<file path="src/aws_pkg.sv">
// ----------------------------------------------------------------------------
// aws_pkg
// shared types, codes and fixed-point constants of the four-mode waveshaper
// ----------------------------------------------------------------------------
package aws_pkg;

    // default build sizes
    localparam int SAMPLE_BITS_DEF = 16;
    localparam int TABLE_DEPTH_DEF = 256;

    // configuration port
    localparam int CFG_DATA_W = 9;
    localparam int CFG_IDX_W  = 1;
    localparam logic [CFG_IDX_W-1:0] CFG_MODE  = 1'b0;
    localparam logic [CFG_IDX_W-1:0] CFG_DRIVE = 1'b1;

    // drive and pre-gain
    localparam int GAIN_W = 9;
    localparam logic [GAIN_W-1:0] DRIVE_MAX   = 9'd256;
    localparam logic [GAIN_W-1:0] DRIVE_RESET = 9'd141;
    localparam logic [GAIN_W-1:0] GAIN_BASE   = 9'd64;

    // fixed-point constants
    localparam int Q30_W   = 31;
    localparam int FR_W    = 16;
    localparam int PHASE_W = 18;
    localparam int ASYM_W  = 16;
    localparam int K2PI_W  = 30;
    localparam logic [63:0] ONE_Q30         = 64'd1073741824;
    localparam logic [63:0] HALF_PI_Q30     = 64'd1686629713;
    localparam logic [K2PI_W-1:0] TWO_OVER_PI_Q30 = 30'd683565276;
    localparam logic [ASYM_W-1:0] ASYM_Q16  = 16'd39322;
    localparam int TANH_SPAN_LOG2 = 3;

    typedef enum logic [1:0] {
        MODE_SOFT = 2'd0,
        MODE_HARD = 2'd1,
        MODE_FOLD = 2'd2,
        MODE_ASYM = 2'd3
    } t_mode;

    // per-beat control that travels with the data
    typedef struct packed {
        t_mode mode;
        logic  neg;
    } t_ctrl;

endpackage

</file>
<file path="src/aws_addr.sv">
// ----------------------------------------------------------------------------
// aws_addr
// table position, neighbour indexes and interpolation fraction
// ----------------------------------------------------------------------------
module aws_addr #(
    parameter int SAMPLE_BITS = aws_pkg::SAMPLE_BITS_DEF,
    parameter int TABLE_DEPTH = aws_pkg::TABLE_DEPTH_DEF,
    localparam int MW = SAMPLE_BITS + 8,
    localparam int TW = $clog2(TABLE_DEPTH + 1)
) (
    input  logic                          i_clk,
    input  logic                          i_en,
    input  logic [MW-1:0]                 i_mag,
    input  logic [aws_pkg::PHASE_W-1:0]   i_phase,
    input  logic [SAMPLE_BITS-1:0]        i_hard,
    input  aws_pkg::t_ctrl                i_ctrl,
    output logic [TW-1:0]                 o_idx_lo,
    output logic [TW-1:0]                 o_idx_hi,
    output logic [aws_pkg::FR_W-1:0]      o_frac,
    output logic [SAMPLE_BITS-1:0]        o_hard,
    output aws_pkg::t_ctrl                o_ctrl
);
    localparam int PW = MW + TW;
    localparam int TSHIFT = SAMPLE_BITS - 1 + 6 + aws_pkg::TANH_SPAN_LOG2 - aws_pkg::FR_W;

    logic                        n_fold;
    logic [aws_pkg::FR_W:0]      n_g;
    logic [PW-1:0]               n_tpos;
    logic [PW-1:0]               n_spos;
    logic [PW-1:0]               n_pos;
    logic [PW-aws_pkg::FR_W-1:0] n_idx_full;
    logic [TW-1:0]               n_idx_lo;
    logic [TW-1:0]               n_idx_hi;
    logic [aws_pkg::FR_W-1:0]    n_frac;
    aws_pkg::t_ctrl              n_ctrl;

    always_comb begin
        n_fold = (i_ctrl.mode == aws_pkg::MODE_FOLD);
        // odd quadrants run the quarter wave backwards
        n_g = i_phase[aws_pkg::FR_W]
            ? ((aws_pkg::FR_W+1)'(1) << aws_pkg::FR_W) - {1'b0, i_phase[aws_pkg::FR_W-1:0]}
            : {1'b0, i_phase[aws_pkg::FR_W-1:0]};
        n_tpos = (PW'(i_mag) * PW'(TABLE_DEPTH)) >> TSHIFT;
        n_spos = PW'(n_g) * PW'(TABLE_DEPTH);
        n_pos  = n_fold ? n_spos : n_tpos;
        n_idx_full = n_pos[PW-1:aws_pkg::FR_W];
        if (n_idx_full >= (PW-aws_pkg::FR_W)'(TABLE_DEPTH)) begin
            // past the table end: last entry, no interpolation
            n_idx_lo = TW'(TABLE_DEPTH);
            n_idx_hi = TW'(TABLE_DEPTH);
            n_frac   = '0;
        end else begin
            n_idx_lo = n_idx_full[TW-1:0];
            n_idx_hi = n_idx_full[TW-1:0] + 1'b1;
            n_frac   = n_pos[aws_pkg::FR_W-1:0];
        end
        n_ctrl = i_ctrl;
        // lower half turn of the sine flips the sign
        if (n_fold) begin
            n_ctrl.neg = i_ctrl.neg ^ i_phase[aws_pkg::FR_W+1];
        end
    end

    always_ff @(posedge i_clk) begin
        if (i_en) begin
            o_idx_lo <= n_idx_lo;
            o_idx_hi <= n_idx_hi;
            o_frac   <= n_frac;
            o_hard   <= i_hard;
            o_ctrl   <= n_ctrl;
        end
    end

endmodule

</file>
<file path="config.mk">
export PLATFORM = sky130hd
export DESIGN_NAME = aws_addr
export DESIGN_NICKNAME = d
export VERILOG_FILES = /design/src/aws_pkg.sv /design/src/aws_addr.sv
export SDC_FILE = /design/constraint.sdc
export NUM_CORES = 1
export LEC_CHECK = 0
export ABC_AREA = 1
export ABC_CLOCK_PERIOD_IN_PS = 2230
export BUFFER_PORTS_ARGS = -buffer_cell sky130_fd_sc_hd__buf_2
export CORE_ASPECT_RATIO = 1.4
export CORE_MARGIN = 3
export CORE_UTILIZATION = 48
export DETAILED_ROUTE_END_ITERATION = 8
export PLACE_DENSITY = 0.85
export RECOVER_POWER = 100
export REMOVE_ABC_BUFFERS = 1
export SLEW_MARGIN = 40
export SYNTH_ARGS = -nofsm -noshare
export SYNTH_HDL_FRONTEND = slang
export SYNTH_SLANG_ARGS = --single-unit
</file>
<file path="constraint.sdc">
create_clock -name i_clk -period 2.23 [get_ports i_clk]
set_input_delay 0.446 -clock i_clk [delete_from_list [all_inputs] [get_ports i_clk]]
set_output_delay 0.446 -clock i_clk [all_outputs]
set_load 0.05 [all_outputs]
</file>
# Yosys cells after proc, flatten, opt, wreduce, memory -nomap -nowiden
# Cells that the tools add are included.
# totals
reg_bits	53
in_bits	63
out_inout_bits	53
elab_cells	16
# op_classes
add_sub_neg	2
magnitude_cmp	1
n_eq_ne	1
mux	3
n_bitwise	1
reduce_logical	1
# ops
cell	n
2-to-1 mux 25 bit	1
2-to-1 mux 17 bit	1
subtractor 17 x 16 -> 17 bit, first input constant	1
adder 9 x 1 -> 9 bit, second input constant	1
greater-or-equal comparator 9 bit, second input constant	1
== test 2 bit, second input constant	1
OR reduction 2 bit	1
2-to-1 mux 1 bit	1
bitwise XOR 1 bit	1

# Depth between registers and ports, before layout
# logic_depth
depth_word	5
mapped_depth	16
ltp_nobuf	16

# Worst setup path before layout
# OpenSTA, ideal clock, no wires.
# synth_timing
path_type	in2reg
start	input i_phase[0] (netlist bit)
end	register o_idx_hi[4], data pin
setup_ps	260
arrival_ps	1773
required_time_ps	1970
setup_slack_ps	198
path_stages	12
path_buffers	0
cell_sequence	inv_1 ha_1 nand2_2 nor2_8 nand2_1 a21o_1 nand3_2 nand2_2 ha_1 nand2_2 nor2_2 xor2_1
# synth_between
elab_chain_cells	4
elab_cells_between_ends	5
classes_between	2 x add/sub; 1 x order compare; 2 x mux
# synth_rtl
element	line	text
from (decl)	aws_addr.sv:14	input logic [aws_pkg::PHASE_W-1:0] i_phase,
subtractor 17 x 16 -> 17 bit (*)	aws_addr.sv:41	? ((aws_pkg::FR_W+1)'(1) << aws_pkg::FR_W) - {1'b0, i_phase[aws_pkg::FR_W-1:0]}
2-to-1 mux 17 bit (*)	aws_addr.sv:41	
2-to-1 mux 25 bit (*)	aws_addr.sv:45	n_pos = n_fold ? n_spos : n_tpos;
via n_pos[16]	aws_addr.sv:30	logic [PW-1:0] n_pos;
adder 9 x 1 -> 9 bit or greater-or-equal comparator 9 bit (tied branches)	aws_addr.sv:54, aws_addr.sv:47	
to (signal assigned)	aws_addr.sv:67	o_idx_hi <= n_idx_hi;
to (decl)	aws_addr.sv:18	output logic [TW-1:0] o_idx_hi,
# The timed path passes the listed nets; every way through them passes the cells marked *.
# A chain may end at the register's enable or synchronous reset.

# Worst setup path after layout
# layout_timing
start	input i_phase[0] (netlist bit)
end	register o_idx_hi[7], data pin
# layout_between
elab_chain_cells	4
elab_cells_between_ends	5
classes_between	2 x add/sub; 1 x order compare; 2 x mux
# layout_rtl
element	line
subtractor 17 x 16 -> 17 bit (*)	aws_addr.sv:41
2-to-1 mux 17 bit (*)	aws_addr.sv:41
2-to-1 mux 25 bit (*)	aws_addr.sv:45
adder 9 x 1 -> 9 bit or greater-or-equal comparator 9 bit (tied branches)	aws_addr.sv:54, aws_addr.sv:47
# Every way passes the cells marked *; elsewhere a longest branch is shown, timed or not.

==> metrics <==
# placed instances=447; share of cells above drive strength 1=0.279; Yosys top cell area share=0.590; Hold Crit Start=i_hard[7]; RSZ-0062 raised after global routing=no; I/O pins=116; DR vias=2,173; initial antenna violation count=0; crit-path max cell delay=200 ps; Syn Std Cell Area=2700 sq um; H-tree levels=2; DP Worst Slack=-55.6 ps; DR iter-0 viols=122; dominant cells by area after synthesis=edfxtp_1 (59%), nand2_1 (8.6%), nor2_1 (4.3%), inv_1 (4.0%), nand2_2 (3.2%); Final Critical Period=2020 ps; Die Y-Extent=94.7 um; Placement Rows=31; Leak=1.49 nW; cell taking the most area after synthesis=edfxtp_1; clk buf depth=2; setup ws final=215 ps; largest net degree at the start of global routing=54; cts hold-fix bufs=0; status=completed; core area=5310 sq um; Mapped Cells=268; CP max stage cell=nor2_4; Yosys warnings=0; Arrival @ worst endpoint=2080 ps; CP Launch Type=input pin; crit-path cells=buf_2 -> inv_1 -> ha_1 -> nand2_2 -> nor2_8 -> clkbuf_1 -> nand3_1 -> nor2_4 -> inv_1 -> nand4_1 -> nand2_1 -> nand2_1 -> inv_1; area of the multi-input gates=925 sq um; Final Cycle Share=0.904; Final Net Count=453; Area Growth Syn to Fin=23.7%; Req. time, crit path=2300 ps; wire per inst=13.0 um; Hold Violations, Final=0; TritonCTS Buffers=5; Placed Area=3370 sq um; GPL Wtd Cong=0.915; Final Non-Filler Cells=453; syn avg cell area=10.1 sq um; clk sinks=53; # DRC=0; Yosys reg bits=53; Starting Density=0.507; Top delay family on crit path=simple AND/OR/NAND/NOR gates; Remaining Overflow, GRT=0; clock slew at reported path FFs=80 ps; first-pass GRT wire length=9.54 mm; Power Dens Cells=703 nW/um^2; vias in the first global route=2,116; Final Max Tran Viols=0; Initial DRT Pass Iterations=4; Max Fclk=496 MHz; Antenna diodes=0; HPWL after detailed placement=4.76 mm; routed vias/inst=4.80; # resized after CTS=0; Final Util=0.628; Relative slew margins=0.170; CTS root buf=clkbuf_8; sequential area share after synthesis=0.590; Die Width=69.3 um; max-capacitance violation count=0; post-detailed-route count of antenna-violating nets=0; die area=6570 sq um; power after layout=2.35 mW; count of cell types in the netlist=29; Crit. Startpoint=i_phase[0]; CP Capture Type=flip-flop; Crit path buffers/inverters=5; CTS tree=yes; postcts setup bufs=0; CP Class=input pin to flip-flop; WL final=5.91 mm; hold crit path type=input pin to flip-flop; Crit path top cell by count=inv_1; Filler cells=475; Final Cell Area=3340 sq um; Seq. cell area=1590 sq um; PortBufs=115; GRT Util Overall=0.185; Peak VDD IR=0.000353 V; crit-path max FO=11; Slew @ Worst Pin=1240 ps; final setup vio count=0
==> area by class of cell <==
cell class	count	area share
Tap cell	66	0.0248
Multi-Input combinational cell	174	0.277
Sequential cell	53	0.477
Clock buffer	5	0.0206
Clock inverter	1	0.00150
Inverter	34	0.0386
Timing Repair Buffer	120	0.160
==> cell usage after synthesis <==
library cell  instances
inv_2                 4
nand2_4               1
buf_2                 2
xor2_2                1
clkbuf_1              3
nor2_2                6
nand3_2               5
clkinv_2              1
nand3b_1              1
a21oi_4               1
nor2_8                1
edfxtp_1             53
nand3_1              11
xor2_1                5
nor2_1               31
a21o_1                1
a21boi_4              1
o21ai_0              15
inv_1                29
nor3_1                1
nand2_2              14
or2_2                 4
a21oi_1               4
nor2_4                4
buf_4                 2
ha_1                  2
nand4_1               1
nand2_1              62
xnor2_1               2
==> path summary, 6_finish.rpt <==
path,endpoint,slack [ps],depth (start not counted)
hold / removal,o_hard[7]$_DFFE_PP_,310,1
setup / recovery,o_idx_hi[7]$_SDFFCE_PP0P_,210,13
==> flip-flops by register name, indices dropped and copies added, names as in the netlist <==
| name | count |
|---|---|
| o_ctrl | 3 |
| o_frac | 16 |
| o_idx_lo | 9 |
| o_idx_hi | 9 |
| o_hard | 16 |
==> layout by cell type, fill, tap and decap left out, drive strengths merged <==
master  count
o21ai      15
xnor2       2
edfxtp     53
ha          2
nand2      77
buf        63
xor2        6
clkinv      2
nand3      16
inv        33
nand4       1
nor2       42
a21o        1
clkbuf     62
nor3        1
nand3b      1
a21boi      1
a21oi       5
or2         4
==> cells by family (layout without fill, tap and decap cells) <==
family,count (synthesis),after routing,share of synthesized area
AND/OR/NAND/NOR,142,142,0.259
flip-flops,53,53,0.590
buffers and inverters,41,160,0.0612
AO/OA/AOI/OAI,22,22,0.0510
XOR/XNOR,8,8,0.0288
adder cells (fa/ha/maj),2,2,0.00928
==> through the flow <==
step | hold WS [ps] | TNS (ps)
final | 315 | 0
after global routing | 301 | 0
after CTS | 304 | 0
after detailed placement | 624 | -67.9
after global placement | 622 | 0
after floorplan | 545 | -3820
==> layer usage <==
metal,track usage,vias up,wire length [um]
li1,-,1101,-
met3,0.0298,10,388
met4,0.0928,0,144
met5,0,-,0
met2,0.342,90,3120
met1,0.204,972,2260
==> power breakdown <==
| group | switching (mW) | leakage (nW) | internal (mW) |
|---|---|---|---|
| Combinational | 0.505 | 0.933 | 0.137 |
| Clock | 0.275 | 0.0399 | 0.207 |
| Sequential | 0.0207 | 0.518 | 1.20 |
| Total | 0.800 | 1.49 | 1.54 |
No activity file was read; power rests on OpenSTA's default activity.
