### config.mk
export PLATFORM = sky130hd
export DESIGN_NAME = aws_front
export DESIGN_NICKNAME = d
export VERILOG_FILES = /design/src/aws_pkg.sv /design/src/aws_front.sv
export SDC_FILE = /design/constraint.sdc
export NUM_CORES = 2
export LEC_CHECK = 0
export BUFFER_PORTS_ARGS = -buffer_cell sky130_fd_sc_hd__buf_2
export CAP_MARGIN = 20
export CORE_ASPECT_RATIO = 1.1
export CORE_UTILIZATION = 65
export CTS_CLUSTER_DIAMETER = 150
export DETAILED_ROUTE_END_ITERATION = 6
export MAX_ROUTING_LAYER = met4
export PLACE_DENSITY_LB_ADDON = 0.15
export SLEW_MARGIN = 5
export SYNTH_ARGS = -nofsm -noshare
export SYNTH_HDL_FRONTEND = slang
export SYNTH_SLANG_ARGS = --single-unit
### constraint.sdc
create_clock -name i_clk -period 12.8 [get_ports i_clk]
set_input_delay 1.28 -clock i_clk [delete_from_list [all_inputs] [get_ports i_clk]]
set_output_delay 1.28 -clock i_clk [all_outputs]
set_load 0.05 [all_outputs]
### src/aws_pkg.sv
// ----------------------------------------------------------------------------
// aws_pkg
// shared types, codes and fixed-point constants of the four-mode waveshaper
// ----------------------------------------------------------------------------
package aws_pkg;

    // default build sizes
    localparam int SAMPLE_BITS_DEF = 16;
    localparam int TABLE_DEPTH_DEF = 256;

    // configuration port
    localparam int CFG_DATA_W = 9;
    localparam int CFG_IDX_W  = 1;
    localparam logic [CFG_IDX_W-1:0] CFG_MODE  = 1'b0;
    localparam logic [CFG_IDX_W-1:0] CFG_DRIVE = 1'b1;

    // drive and pre-gain
    localparam int GAIN_W = 9;
    localparam logic [GAIN_W-1:0] DRIVE_MAX   = 9'd256;
    localparam logic [GAIN_W-1:0] DRIVE_RESET = 9'd141;
    localparam logic [GAIN_W-1:0] GAIN_BASE   = 9'd64;

    // fixed-point constants
    localparam int Q30_W   = 31;
    localparam int FR_W    = 16;
    localparam int PHASE_W = 18;
    localparam int ASYM_W  = 16;
    localparam int K2PI_W  = 30;
    localparam logic [63:0] ONE_Q30         = 64'd1073741824;
    localparam logic [63:0] HALF_PI_Q30     = 64'd1686629713;
    localparam logic [K2PI_W-1:0] TWO_OVER_PI_Q30 = 30'd683565276;
    localparam logic [ASYM_W-1:0] ASYM_Q16  = 16'd39322;
    localparam int TANH_SPAN_LOG2 = 3;

    typedef enum logic [1:0] {
        MODE_SOFT = 2'd0,
        MODE_HARD = 2'd1,
        MODE_FOLD = 2'd2,
        MODE_ASYM = 2'd3
    } t_mode;

    // per-beat control that travels with the data
    typedef struct packed {
        t_mode mode;
        logic  neg;
    } t_ctrl;

endpackage

### src/aws_front.sv
// ----------------------------------------------------------------------------
// aws_front
// magnitude and pre-gain, then asymmetric scale, sine phase and hard clip
// ----------------------------------------------------------------------------
module aws_front #(
    parameter int SAMPLE_BITS = aws_pkg::SAMPLE_BITS_DEF,
    localparam int MW = SAMPLE_BITS + 8
) (
    input  logic                          i_clk,
    input  logic                          i_en0,
    input  logic                          i_en1,
    input  logic [SAMPLE_BITS-1:0]        i_sample,
    input  aws_pkg::t_mode                i_mode,
    input  logic [aws_pkg::GAIN_W-1:0]    i_drive,
    output logic [MW-1:0]                 o_mag,
    output logic [aws_pkg::PHASE_W-1:0]   o_phase,
    output logic [SAMPLE_BITS-1:0]        o_hard,
    output aws_pkg::t_ctrl                o_ctrl
);
    localparam int FRAC = SAMPLE_BITS - 1;
    localparam int AW   = MW + aws_pkg::ASYM_W;
    localparam int SW   = MW + aws_pkg::K2PI_W;

    logic [SAMPLE_BITS-1:0]     n_xmag;
    logic [aws_pkg::GAIN_W-1:0] n_drive;
    logic [aws_pkg::GAIN_W-1:0] n_gain;
    logic [MW-1:0]              r_mag0;
    aws_pkg::t_ctrl             r_ctrl0;
    logic [AW-1:0]              n_asym;
    logic [SW-1:0]              n_sprod;
    logic [MW-1:0]              n_hard_w;
    logic [MW-1:0]              n_mag1;
    logic [SAMPLE_BITS-1:0]     n_hard;

    // stage 0: magnitude times 64 + drive
    always_comb begin
        n_xmag  = i_sample[SAMPLE_BITS-1] ? (~i_sample + 1'b1) : i_sample;
        n_drive = (i_drive > aws_pkg::DRIVE_MAX) ? aws_pkg::DRIVE_MAX : i_drive;
        n_gain  = aws_pkg::GAIN_BASE + n_drive;
    end

    always_ff @(posedge i_clk) begin
        if (i_en0) begin
            r_mag0       <= MW'(n_xmag) * MW'(n_gain);
            r_ctrl0.mode <= i_mode;
            r_ctrl0.neg  <= i_sample[SAMPLE_BITS-1];
        end
    end

    // stage 1: asymmetric scale, phase in quarter turns, hard clip
    always_comb begin
        n_asym  = AW'(r_mag0) * AW'(aws_pkg::ASYM_Q16) + AW'(32768);
        n_mag1  = (r_ctrl0.mode == aws_pkg::MODE_ASYM && r_ctrl0.neg)
                ? n_asym[AW-1:aws_pkg::ASYM_W] : r_mag0;
        n_sprod = SW'(r_mag0) * SW'(aws_pkg::TWO_OVER_PI_Q30);
        n_hard_w = (r_mag0 + MW'(32)) >> 6;
        n_hard  = (n_hard_w > (MW'(1) << FRAC))
                ? (SAMPLE_BITS'(1) << FRAC) : n_hard_w[SAMPLE_BITS-1:0];
    end

    always_ff @(posedge i_clk) begin
        if (i_en1) begin
            o_mag   <= n_mag1;
            o_phase <= n_sprod[FRAC+20 +: aws_pkg::PHASE_W];
            o_hard  <= n_hard;
            o_ctrl  <= r_ctrl0;
        end
    end

endmodule

### Word-level counts from Yosys, hierarchy flattened

Index checks and enable logic that the tools add are counted.

* order comparisons: 2
* $add $sub $neg: 4
* muxes and demuxes: 3
* reduce and logical (&&, ||, !) cells: 1
* multiply operators: 3
* bitwise operators: 1
* equal/unequal tests: 1

Operators with widths (count)
* multiplier 24 x 28 -> 51 bit, second input constant: 1
* adder 40 x 16 -> 40 bit, second input constant: 1
* multiplier 24 x 15 -> 39 bit, second input constant: 1
* adder 24 x 6 -> 24 bit, second input constant: 1
* multiplier 16 x 9 -> 24 bit: 1
* two-way mux 24 bit: 1
* > comparator 18 x 16 -> 1 bit, second input constant: 1
* adder 16 x 1 -> 16 bit, second input constant: 1
* two-way mux 16 bit: 1
* inverter 16 bit: 1
* adder 7 x 9 -> 9 bit, first input constant: 1
* > comparator 9 bit, second input constant: 1
* two-way mux 9 bit: 1
* equality test 2 bit, second input constant: 1
* logical AND 1 bit: 1

* bits in registers: 88
* logic and storage cells: 23

### Logic depth before layout (Yosys ltp)

* depth after elaboration: 4
* depth in mapped cells: 28
* gate-level depth less buffers: 28

### Worst setup path after synthesis

Ideal clock, no wire load.

* kind: input port to flip-flop
* from: input i_drive[8] in the netlist's numbering
* to: register r_mag0[18], data pin
* library setup time: 0.258 ns
* data arrival time: 6.729 ns
* slack: 5.813 ns
* stages: 23
* path buffers: 2
* cells stage by stage: nand2b_1 -> clkbuf_1 -> clkinv_1 -> ha_1 -> xor2_1 -> clkbuf_1 -> nand2_1 -> fa_1 -> fa_1 -> fa_1 -> inv_1 -> fa_1 -> ha_1 -> a21boi_0 -> o21ai_0 -> a21boi_0 -> o21ai_0 -> a21boi_0 -> o21ai_0 -> a21boi_0 -> a21oi_1 -> o21ba_2 -> xnor2_1

* longest elaborated chain between the ends: 4

Ends and longest elaborated chain
* start: declaration: line aws_front.sv:14 `input logic [aws_pkg::GAIN_W-1:0] i_drive,`
* > comparator 9 bit: line aws_front.sv:38 `n_drive = (i_drive > aws_pkg::DRIVE_MAX) ? aws_pkg::DRIVE_MAX : i_drive;`
* two-way mux 9 bit (*): line aws_front.sv:38
* adder 7 x 9 -> 9 bit (*): line aws_front.sv:39 `n_gain = aws_pkg::GAIN_BASE + n_drive;`
* multiplier 16 x 9 -> 24 bit (*): line aws_front.sv:44 `r_mag0 <= MW'(n_xmag) * MW'(n_gain);`
* end signal: assignment: line aws_front.sv:44
* end: declaration: line aws_front.sv:27 `logic [MW-1:0] r_mag0;`

Mark *: on every way between the ends. The rest lies on a longest branch, timed or not.
A chain may end at the register's enable or synchronous reset.

### Worst setup path after layout

* from: register r_mag0[8]
* to: register o_mag[16], data pin

* longest elaborated chain between the ends: 3

Ends and longest elaborated chain
* multiplier 24 x 15 -> 39 bit: line aws_front.sv:52 `n_asym = AW'(r_mag0) * AW'(aws_pkg::ASYM_Q16) + AW'(32768);`
* adder 40 x 16 -> 40 bit: line aws_front.sv:52
* two-way mux 24 bit: line aws_front.sv:54 `? n_asym[AW-1:aws_pkg::ASYM_W] : r_mag0;`
* named net n_mag1[16]: line aws_front.sv:32 `logic [MW-1:0] n_mag1;`
* end signal: assignment: line aws_front.sv:63 `o_mag <= n_mag1;`
* end: declaration: line aws_front.sv:15 `output logic [MW-1:0] o_mag,`

The timed path passes the listed nets, and every way through them passes these cells.

==> key figures <==
Run status
  • Status: finished, final reports clean

Die
  • Initial cell density of the core: 0.666
  • Die X: about 190 microns
  • Ports: between 90 and 100
  • Die height: 208 microns
  • Core Area: around 0.037 sq mm
  • Die ar.: 0.0392 sq mm
  • Row count: 74

Timing
  • TNS Setup: 0 ns
  • Max-slew violations: 0
  • Slew @ Worst Pin: 1.06 ns
  • Final worst slack: about 4.6 ns
  • Fin crit period: between 8 and 9 ns
  • Fin crit share: 0.642
  • Max Fclk: 122 MHz
  • RSZ-0062 raised after global routing: false
  • Clock skew: 0.0222 ns
  • Slew headroom: 0.292
  • Final-report setup violation count: 0
  • Endpoints failing hold: 0

Layout
  • Core Util, Final: 0.702
  • Fin nets: 3,565
  • Layout cell share with drive strength beyond 1: 0.0576
  • Final cell count without fillers: 3,134
  • ANT cells: 0
  • Most common cell after layout, fill and taps aside: inv_1
  • Leading cell types in the layout, fill and taps excluded: inv_1 (745), ha_1 (457), fa_1 (443)
  • Area delta synth->final: 5.46%

Route
  • Drt first-iter violations: 1,144
  • Detail Route Antenna Nets: 0
  • Vias: 17,700
  • Final routed wire length divided by cell count: 20.4 microns
  • Final wirelength: 64.0 mm
  • Vias/cell: around 5.7
  • DRC violations left: 0
  • Drt first pass iters: 5

Global routing
  • Overflow after GRT: 0
  • First-pass GRT wire length: 103 mm
  • Vias in the first global route: between 15,000 and 20,000
  • Antenna violations before repair: 0
  • Largest net degree at the start of global routing: 62
  • GRT Total Usage: 0.360

Logic synthesis
  • Post-synth design cell area: 0.0250 sq mm
  • Unique masters post-synth: 80
  • FFs w/ async S/R, synth: 0
  • Post-synth EDFFs: 88
  • Syn avg cell area: between 9 and 10 sq um
  • Seq/Total Area, Yosys: 0.106
  • Top_reg_cell synth: edfxtp_1
  • Cells after Synth: 2,550
  • Post-Syn Nets: between 3,000 and 4,000
  • Number of synthesis warnings: 0
  • Yosys reg bits: 88

Setup path
  • Critical Path AT: 8.35 ns
  • R2r setup slk: 4.58 ns
  • R2r worst-path depth: 23
  • CP Capture Type: register
  • Worst Setup Start Kind: register
  • Crit-path max FO: 15
  • Critical path class: reg -> reg
  • Data required, critical path: 12.93 ns
  • Worst r2r src: r_mag0[8]
  • FF-to-FF End: o_mag[16]

Clock network
  • Sink Count: 88
  • Maximum clock path buffer count: 2
  • Reg clk slew, reported paths: about 0.070 ns
  • Root Buffer: clkbuf_16
  • Clk_lat worst skew: about 0.40 ns
  • # Post-CTS Setup Buffers: 0
  • Total CTS buffers: 9
  • CTS tree: built
  • Post-CTS Hold Fix Bufs: 0
  • H-tree depth: 3
  • Post-CTS Resized: 0

Placement
  • Setup WS pre-CTS: ~4.5 ns
  • GP Congestion: 1.07
  • Final HPWL DP: between 50 and 60 mm
  • Placed cells: 3,118
  • IO Port Bufs: 90

Worst hold path
  • Hold Path Stages: 0
  • HP Class: reg -> reg
  • Hold Path End: o_ctrl[0]
  • Hold_sp: r_ctrl0[0]

Job
  • Max_cap viols: 0
## synth_stat cells, types with 7 or more instances
master	instances	area, sq um
xor2_1	62	543
fa_1	443	8870
inv_1	745	2800
o21a_1	8	60.1
o21ai_0	41	205
nand2_1	147	552
ha_1	457	5720
o21bai_1	8	60.1
nand3_1	19	95.1
and2_1	24	150
nor2_1	110	413
nand2b_1	14	87.6
nand4_1	21	131
a21oi_1	54	270
a21o_1	27	203
nor3_1	14	70.1
xnor2_1	76	666
o21ai_1	16	80.1
clkbuf_1	24	90.1
edfxtp_1	88	2640
a31oi_1	7	43.8
nor2b_1	20	125
and3_1	9	56.3
## logic make-up after synthesis
logic type	synth area share
flip-flops	0.106
adder cells (fa/ha/maj)	0.584
buffers and inverters	0.117
AO/OA/AOI/OAI	0.0625
multiplexers	0.000451
XOR/XNOR	0.0497
AND/OR/NAND/NOR	0.0804
## stage by stage
step / cell area [sq um] / hold slack, ns
floorplan: 25000 / 0.426
global placement: 26000 / 0.431
detailed placement: 26000 / 0.443
CTS: 26300 / 0.459
global route: 26300 / 0.479
finish: 26300 / 0.454
## layer usage
layer | vias up | part of all wire | GRT usage
met2 | 575 | 0.50 | 0.594
li1 | 8083 | - | -
met1 | 8933 | 0.39 | 0.449
met3 | 119 | 0.061 | 0.0434
met4 | 0 | 0.045 | 0.152
met5 | - | 0 | -
## worst max-delay path by stage
stage / start / endpoint / slack [ns] / depth (start not counted)
4_1_cts: r_mag0[8] / o_mag[16] / 4.74 / 23
3_5_place_dp: i_drive[8] / r_mag0[18] / 4.51 / 22
2_1_floorplan: i_drive[8] / r_mag0[18] / 5.81 / 23
6_report: r_mag0[8] / o_mag[16] / 4.58 / 23
3_3_place_gp: i_drive[8] / r_mag0[18] / 4.79 / 22
5_1_grt: i_drive[8] / r_mag0[18] / 4.34 / 22
## final cells by class
type | instances | area, sq um
flip-flops and latches | 88 | 2640
repair buffers | 105 | 567
inverters | 746 | 2800
multi-input cells | 1685 | 19400
well taps | 494 | 618
clock inverters | 7 | 78.8
clock buffers | 9 | 225
fillers | 3001 | 11200
## worst max-delay path: stages, from the launching register on
cell      delay [ns]
edfxtp_1        1.05
ha_1            0.56
inv_1           0.22
fa_1            0.49
fa_1            0.52
inv_1           0.06
fa_1            0.50
fa_1            0.56
inv_1           0.06
fa_1            0.53
inv_1           0.04
ha_1            0.42
and4_1          0.27
and2_1          0.18
a2111o_1        0.34
a31oi_1         0.20
o21bai_1        0.11
xor2_1          0.38
nand4_1         0.32
nor4b_4         0.52
a31oi_1         0.16
nor3_2          0.21
xor2_1          0.17
o21ai_1         0.07
## sequential cells by signal, summed over array words and instances (netlist names)
signal,cells
o_hard,16
r_ctrl0,3
o_ctrl,3
o_phase,18
r_mag0,24
o_mag,24
Power is not shown: default switching activity piles up to over one toggle a cycle in this logic, so the estimate is an artifact.
